<file path="src/rtl/xo128_pkg.sv">
// Shared types, constants and helper functions for the xoshiro128+ generator.
// Standalone package; used by every module under rtl/.
package xo128_pkg;

  localparam int unsigned WordW        = 32;
  localparam int unsigned FracW        = 24;
  localparam int unsigned WarmupSteps  = 20;
  localparam int unsigned RotAmount    = 11;
  localparam int unsigned ShiftAmount  = 9;
  localparam int unsigned SeedMuls     = 3;
  localparam int unsigned SeqCntW      = 5;

  localparam logic [WordW-1:0] ResetSeed = 32'd42;
  localparam logic [WordW-1:0] MulWord1  = 32'd2654435761;
  localparam logic [WordW-1:0] MulWord2  = 32'd2246822519;
  localparam logic [WordW-1:0] MulWord3  = 32'd3266489917;

  localparam logic [63:0] ResetProd1 = {32'd0, ResetSeed} * {32'd0, MulWord1};
  localparam logic [63:0] ResetProd2 = {32'd0, ResetSeed} * {32'd0, MulWord2};
  localparam logic [63:0] ResetProd3 = {32'd0, ResetSeed} * {32'd0, MulWord3};

  typedef logic [3:0][WordW-1:0] words_t;

  localparam words_t ResetWords = {ResetProd3[WordW-1:0], ResetProd2[WordW-1:0],
                                   ResetProd1[WordW-1:0], ResetSeed};

  typedef struct packed {
    logic             restart;
    logic [WordW-1:0] bound;
  } in_t;

  typedef struct packed {
    logic [WordW-1:0] raw_value;
    logic [FracW-1:0] fraction24;
    logic [WordW-1:0] bounded_value;
  } out_t;

  typedef struct packed {
    logic       mul_wr;
    logic [1:0] mul_sel;
    logic       step;
  } core_ctrl_t;

  function automatic logic [WordW-1:0] mul_const(input logic [1:0] sel);
    logic [WordW-1:0] c;
    case (sel)
      2'd0:    c = MulWord1;
      2'd1:    c = MulWord2;
      default: c = MulWord3;
    endcase
    return c;
  endfunction

  function automatic words_t advance(input words_t w);
    words_t           n;
    logic [WordW-1:0] shifted;
    shifted = w[1] << ShiftAmount;
    n = w;
    n[2] = n[2] ^ n[0];
    n[3] = n[3] ^ n[1];
    n[1] = n[1] ^ n[2];
    n[0] = n[0] ^ n[3];
    n[2] = n[2] ^ shifted;
    n[3] = (n[3] << RotAmount) | (n[3] >> (WordW - RotAmount));
    return n;
  endfunction

endpackage

</file>
<file path="src/rtl/xoshiro128_plus_generator.sv">
// Path: draw and finish states to a result register, plus the divide state for a
//   nonzero bound; a restart first adds seeding (3 multiplies, 20 warm-up steps).
// Throughput: one transaction at a time; the 32-step remainder unit sets the rate.
// Reset: seed 42 loaded, then 20 warm-up steps with in_stall_o high.
// Top level; depends on xo128_pkg, xo128_core and xo128_div.
module xoshiro128_plus_generator (
  input  logic                               clk_i,
  input  logic                               rst_ni,
  input  logic                               cfg_we_i,
  input  logic [xo128_pkg::WordW-1:0]        cfg_wdata_i,
  input  logic                               in_valid_i,
  output logic                               in_stall_o,
  input  xo128_pkg::in_t                     in_data_i,
  output logic                               out_valid_o,
  input  logic                               out_stall_i,
  output xo128_pkg::out_t                    out_data_o
);

  localparam logic [2:0] ST_IDLE   = 3'd0;
  localparam logic [2:0] ST_SEED   = 3'd1;
  localparam logic [2:0] ST_WARM   = 3'd2;
  localparam logic [2:0] ST_DRAW   = 3'd3;
  localparam logic [2:0] ST_DIV    = 3'd4;
  localparam logic [2:0] ST_FINISH = 3'd5;

  localparam int unsigned CntW = xo128_pkg::SeqCntW;

  logic [2:0]                      state_q, state_d;
  logic [CntW-1:0]                 cnt_q, cnt_d;
  logic [xo128_pkg::WordW-1:0]     seed_q;
  logic [xo128_pkg::WordW-1:0]     bound_q, bound_d;
  logic [xo128_pkg::WordW-1:0]     raw_q, raw_d;
  logic [xo128_pkg::WordW-1:0]     bnd_res_q, bnd_res_d;
  logic                            out_valid_q, out_valid_d;
  xo128_pkg::out_t                 out_q, out_d;
  xo128_pkg::core_ctrl_t           core_ctrl;
  logic [xo128_pkg::WordW-1:0]     sum;
  logic                            div_start;
  logic                            div_done;
  logic [xo128_pkg::WordW-1:0]     div_rem;

  xo128_core u_core (
    .clk_i  (clk_i),
    .rst_ni (rst_ni),
    .ctrl_i (core_ctrl),
    .seed_i (seed_q),
    .sum_o  (sum)
  );

  xo128_div u_div (
    .clk_i      (clk_i),
    .rst_ni     (rst_ni),
    .start_i    (div_start),
    .dividend_i (raw_q),
    .divisor_i  (bound_q),
    .done_o     (div_done),
    .rem_o      (div_rem)
  );

  always_comb begin
    state_d     = state_q;
    cnt_d       = cnt_q;
    bound_d     = bound_q;
    raw_d       = raw_q;
    bnd_res_d   = bnd_res_q;
    out_d       = out_q;
    out_valid_d = out_valid_q & out_stall_i;
    core_ctrl   = '0;
    div_start   = 1'b0;
    unique case (state_q)
      ST_IDLE: begin
        if (in_valid_i) begin
          bound_d = in_data_i.bound;
          cnt_d   = '0;
          state_d = in_data_i.restart ? ST_SEED : ST_DRAW;
        end
      end
      ST_SEED: begin
        core_ctrl.mul_wr  = 1'b1;
        core_ctrl.mul_sel = cnt_q[1:0];
        cnt_d             = cnt_q + 1'b1;
        if (cnt_q == CntW'(xo128_pkg::SeedMuls - 1)) begin
          cnt_d   = '0;
          state_d = ST_WARM;
        end
      end
      ST_WARM: begin
        core_ctrl.step = 1'b1;
        cnt_d          = cnt_q + 1'b1;
        if (cnt_q == CntW'(xo128_pkg::WarmupSteps - 1)) begin
          cnt_d   = '0;
          state_d = ST_IDLE;
        end
      end
      ST_DRAW: begin
        core_ctrl.step = 1'b1;
        raw_d          = sum;
        bnd_res_d      = '0;
        state_d        = (bound_q != '0) ? ST_DIV : ST_FINISH;
      end
      ST_DIV: begin
        div_start = (cnt_q == '0);
        cnt_d     = 5'd1;
        if (div_done) begin
          bnd_res_d = div_rem;
          cnt_d     = '0;
          state_d   = ST_FINISH;
        end
      end
      ST_FINISH: begin
        if (!out_valid_q || !out_stall_i) begin
          out_d.raw_value     = raw_q;
          out_d.fraction24    = raw_q[xo128_pkg::WordW-1:xo128_pkg::WordW-xo128_pkg::FracW];
          out_d.bounded_value = bnd_res_q;
          out_valid_d         = 1'b1;
          state_d             = ST_IDLE;
        end
      end
      default: begin
        state_d = ST_IDLE;
      end
    endcase
  end

  // warm-up after a restart returns to the draw, not to idle
  logic [2:0] state_nx;
  logic       restart_q, restart_d;
  assign restart_d = (state_q == ST_IDLE) ? (in_valid_i & in_data_i.restart) :
                     (state_q == ST_DRAW) ? 1'b0 : restart_q;
  assign state_nx  = (state_q == ST_WARM && state_d == ST_IDLE && restart_q) ?
                     ST_DRAW : state_d;

  always_ff @(posedge clk_i or negedge rst_ni) begin
    if (!rst_ni) begin
      state_q     <= ST_WARM;
      cnt_q       <= '0;
      seed_q      <= xo128_pkg::ResetSeed;
      out_valid_q <= 1'b0;
      restart_q   <= 1'b0;
    end else begin
      state_q     <= state_nx;
      cnt_q       <= cnt_d;
      out_valid_q <= out_valid_d;
      restart_q   <= restart_d;
      if (cfg_we_i) begin
        seed_q <= cfg_wdata_i;
      end
    end
  end

  always_ff @(posedge clk_i) begin
    bound_q   <= bound_d;
    raw_q     <= raw_d;
    bnd_res_q <= bnd_res_d;
    out_q     <= out_d;
  end

  assign in_stall_o  = (state_q != ST_IDLE);
  assign out_valid_o = out_valid_q;
  assign out_data_o  = out_q;

endmodule

</file>
<file path="src/rtl/xo128_core.sv">
// Generator state: four 32-bit words, the advance step and a shared seeding multiplier.
// Depends on xo128_pkg.
module xo128_core (
  input  logic                               clk_i,
  input  logic                               rst_ni,
  input  xo128_pkg::core_ctrl_t              ctrl_i,
  input  logic [xo128_pkg::WordW-1:0]        seed_i,
  output logic [xo128_pkg::WordW-1:0]        sum_o
);

  xo128_pkg::words_t                 words_q, words_d;
  logic [xo128_pkg::WordW-1:0]       prod;

  // one 32x32 low-half product, written to word sel+1; the first write also loads the seed into word 0
  assign prod  = seed_i * xo128_pkg::mul_const(ctrl_i.mul_sel);
  assign sum_o = words_q[0] + words_q[3];

  always_comb begin
    words_d = words_q;
    if (ctrl_i.mul_wr) begin
      words_d[ctrl_i.mul_sel + 2'd1] = prod;
      if (ctrl_i.mul_sel == 2'd0) begin
        words_d[0] = seed_i;
      end
    end else if (ctrl_i.step) begin
      words_d = xo128_pkg::advance(words_q);
    end
  end

  always_ff @(posedge clk_i or negedge rst_ni) begin
    if (!rst_ni) begin
      words_q <= xo128_pkg::ResetWords;
    end else begin
      words_q <= words_d;
    end
  end

endmodule

</file>
<file path="src/rtl/xo128_div.sv">
// Restoring remainder unit, one quotient bit per cycle.
// Depends on xo128_pkg.
module xo128_div (
  input  logic                               clk_i,
  input  logic                               rst_ni,
  input  logic                               start_i,
  input  logic [xo128_pkg::WordW-1:0]        dividend_i,
  input  logic [xo128_pkg::WordW-1:0]        divisor_i,
  output logic                               done_o,
  output logic [xo128_pkg::WordW-1:0]        rem_o
);

  localparam int unsigned W    = xo128_pkg::WordW;
  localparam int unsigned CntW = $clog2(W);

  logic            busy_q, busy_d;
  logic            done_q, done_d;
  logic [CntW-1:0] cnt_q, cnt_d;
  logic [W-1:0]    rem_q, rem_d;
  logic [W-1:0]    dvd_q, dvd_d;
  logic [W-1:0]    dvs_q, dvs_d;
  logic [W:0]      partial;
  logic [W:0]      diff;

  assign partial = {rem_q, dvd_q[W-1]};
  assign diff    = partial - {1'b0, dvs_q};

  always_comb begin
    busy_d = busy_q;
    done_d = 1'b0;
    cnt_d  = cnt_q;
    rem_d  = rem_q;
    dvd_d  = dvd_q;
    dvs_d  = dvs_q;
    if (start_i) begin
      busy_d = 1'b1;
      cnt_d  = '0;
      rem_d  = '0;
      dvd_d  = dividend_i;
      dvs_d  = divisor_i;
    end else if (busy_q) begin
      rem_d = diff[W] ? partial[W-1:0] : diff[W-1:0];
      dvd_d = {dvd_q[W-2:0], 1'b0};
      cnt_d = cnt_q + 1'b1;
      if (cnt_q == CntW'(W - 1)) begin
        busy_d = 1'b0;
        done_d = 1'b1;
      end
    end
  end

  always_ff @(posedge clk_i or negedge rst_ni) begin
    if (!rst_ni) begin
      busy_q <= 1'b0;
      done_q <= 1'b0;
      cnt_q  <= '0;
    end else begin
      busy_q <= busy_d;
      done_q <= done_d;
      cnt_q  <= cnt_d;
    end
  end

  always_ff @(posedge clk_i) begin
    rem_q <= rem_d;
    dvd_q <= dvd_d;
    dvs_q <= dvs_d;
  end

  assign done_o = done_q;
  assign rem_o  = rem_q;

endmodule

</file>
<file path="config.mk">
export PLATFORM = sky130hd
export DESIGN_NAME = xoshiro128_plus_generator
export DESIGN_NICKNAME = d
export VERILOG_FILES = /design/src/rtl/xo128_pkg.sv /design/src/rtl/xoshiro128_plus_generator.sv /design/src/rtl/xo128_core.sv /design/src/rtl/xo128_div.sv
export SDC_FILE = /design/constraint.sdc
export NUM_CORES = 2
export LEC_CHECK = 0
export BUFFER_PORTS_ARGS = -buffer_cell sky130_fd_sc_hd__buf_2
export CAP_MARGIN = 25
export CORE_ASPECT_RATIO = 0.75
export CORE_MARGIN = 2
export CORE_UTILIZATION = 64
export CTS_CLUSTER_DIAMETER = 200
export CTS_CLUSTER_SIZE = 20
export DETAILED_ROUTE_END_ITERATION = 8
export GPL_ROUTABILITY_DRIVEN = 0
export PLACE_DENSITY = 0.93
export SKIP_LAST_GASP = 1
export SLEW_MARGIN = 20
export SYNTH_ARGS = -nofsm -noshare
export SYNTH_HDL_FRONTEND = slang
export SYNTH_HIERARCHICAL = 1
export SYNTH_SLANG_ARGS = --single-unit
</file>
<file path="constraint.sdc">
create_clock -name clk_i -period 11.9 [get_ports clk_i]
set_input_delay 1.19 -clock clk_i [delete_from_list [all_inputs] [get_ports clk_i]]
set_output_delay 1.19 -clock clk_i [all_outputs]
set_load 0.01 [all_outputs]
</file>
==> out/qor.yml <==
ys_types: 101
drv_cap: 0
hpwl_um: 78900
synth_edf_count: 224
worstPathArrival_ns: 10.39
cts-hold-fix-buffers: 0
ioPinCount: 160
yosys_most_used_dff: "edfxtp_1"
placedCellCount: 4282
htree_levels: 1
synth_area_leaders: "fa_1 (21%), edfxtp_1 (19%), dfrtp_1 (8.4%)"
cp_top_family: "adder cells"
numCtsBuffers: 25
clk_pin_slew_ns: 0.10
hold_violations: 0
wire_per_inst_um: 23.9
fin_crit_sh: 0.834
ys_warn_count: 6
postLayoutSetupSlackWorst_ns: 1.98
drt_iter0_markers: 4829
maxSlewViolCount: 0
core.rowCount: 75
drive_gt1_frac: 0.110
worst_clock_skew_ns: 0.0463
crit_type: "register to register"
netlist_instances: 3518
layout_min_cycle_time_ns: 9.92
max_stage_delay_ns: 0.62
core_area_um2: 55900
cts_num_sinks: 433
start_util: 0.648
rsz0062_at_grt: "false"
worstPathBufferInverterCount: 6
syn_area_um2: 36300
grt_pass1_vias: 28200
die_height_um: 210
path_max_fanout: 58
hp-class: "register to register"
start_kind: "register"
synthArstFlopShare: 0.409
design.die.area_um2: 58600
seq_area_frac_synth: 0.327
viasPerCell: 6.51
worstMarginPinSlew_ns: 1.22
grt.total_usage: 0.357
netlist_top_cells_count: "inv_1 (514), fa_1 (384), nand2_1 (292)"
synth_largest_area_cell: "fa_1"
final_cells: 4327
cts_tree: "done"
area_growth_pct: 5.46
setup_viol: 0
synth_nets: 4183
first_pass_iters: 9
synth_most_common_cell: "inv_1"
drtAntennaViolNets: 0
portBuffers: 159
overflow: 0
syn_area_per_cell_um2: 10.3
fin_setup_tns_ns: 0
status: "finished clean"
drt_wl_total_um: 103000
crit_top_cell: "fa_1"
ys_seq_elements: 433
grt_max_degree: 81
dp_slack_ns: 2.45
drc: 0
insertion_delay_ns: 0.61
cts_buffer_depth: 3
fmax_mhz: 101
nNetsFinal: 4243
vias: 28200
yosys.area.top_type_share: 0.212
critPathRequiredTime_ns: 12.37
maxSlewHeadroom: 0.183
cts-root-buf: "clkbuf_16"
end_kind: "register"
grt_pass1_wl_um: 160000
dieWidth_um: 279
cts-resized-gates: 0
crit_slowest_cell: "buf_4"
n_fill_cell: 3803
antenna_found_initial: 5
whs_ns: 0.411
post_cts_buffers: 0
[cells by family (layout without fill, tap and decap cells)]
kind of cell,count (synthesis),count (layout),share of synthesized area
and+or+nand+nor,822,822,0.105
buffers and inverters,676,753,0.0744
AOI/OAI and AO/OA,621,621,0.113
adders and majority gates,595,595,0.285
DFF,433,433,0.327
xor gates and xnor gates,279,279,0.0674
muxes,92,92,0.0277
other,0,1,0
[flip-flops by register name (all words and copies together) (netlist names)]
register	flops
bnd_res_q	32
bound_q	32
cnt_q	5
out_data_o	64
out_valid_o	1
raw_q	32
restart_q	1
seed_q	32
state_q	3
u_core/words_q	128
u_div/busy_q	1
u_div/cnt_q	5
u_div/done_o	1
u_div/dvd_q	32
u_div/dvs_q	32
u_div/rem_o	32
[layout by cell type (no fill, tap or decap), types with 13 or more instances in the layout]
cell,instances
inv_1,514
fa_1,384
nand2_1,292
nor2_1,238
edfxtp_1,224
ha_1,211
a21oi_1,174
xnor2_1,165
buf_2,158
o21ai_0,131
dfrtp_1,120
xor2_1,114
mux2_2,67
and2_1,62
dfstp_2,56
nand3_1,47
a21o_1,46
a211oi_1,43
dfxtp_1,32
nor2b_1,30
buf_4,30
nor3_1,28
nand2b_1,27
a31oi_1,26
mux2i_1,25
clkbuf_16,25
o22ai_1,23
o211ai_1,19
and3_1,17
o21bai_1,17
clkbuf_1,17
o21a_1,15
a22oi_1,13
[final timing paths]
path	from	depth (start not counted)	end	slack, ns
max in group asynchronous	rst_ni	3	u_div/busy_q$_DFF_PN0_	9.18
setup reg to reg	state_q[2]$_DFF_PN0_	29	u_core/words_q[91]$_DFFE_PN1P_	1.98
hold / removal	bnd_res_q[3]$_SDFFCE_PN0P_	0	out_data_o[3]$_DFFE_PP_	0.41
min in group asynchronous	rst_ni	1	seed_q[8]$_DFFE_PN0P_	0.53
hold reg to reg	bnd_res_q[3]$_SDFFCE_PN0P_	0	out_data_o[3]$_DFFE_PP_	0.41
setup / recovery	state_q[2]$_DFF_PN0_	29	u_core/words_q[91]$_DFFE_PN1P_	1.98
[through the flow]
step,utilization,instance area [um2]
5_1_grt,0.684,38200
6_report,0.684,38200
3_3_place_gp,0.670,37500
3_5_place_dp,0.671,37500
4_1_cts,0.684,38200
2_1_floorplan,-,36300
[metal layers]
metal  vias to the layer above  wire (um)  GRT usage
li1                      11700          -          -
met1                     13600      37900      0.484
met2                      2336      43600      0.519
met3                       463      17100      0.149
met4                        12       4760      0.125
met5                         -         83          0
[layout make-up]
cell class              count  area (um2)  area share
multi-input cells        2409       21700       0.568
clock inverters             1        7.51    0.000196
diodes                      1        2.50   0.0000654
inverters                 518        1950      0.0509
clock buffers              43         703      0.0184
repair buffers            191        1060      0.0277
well taps                 731         915      0.0239
flip-flops and latches    433       11900       0.310
Power is not shown: default switching activity piles up to over one toggle a cycle in this logic, so the estimate is an artifact.
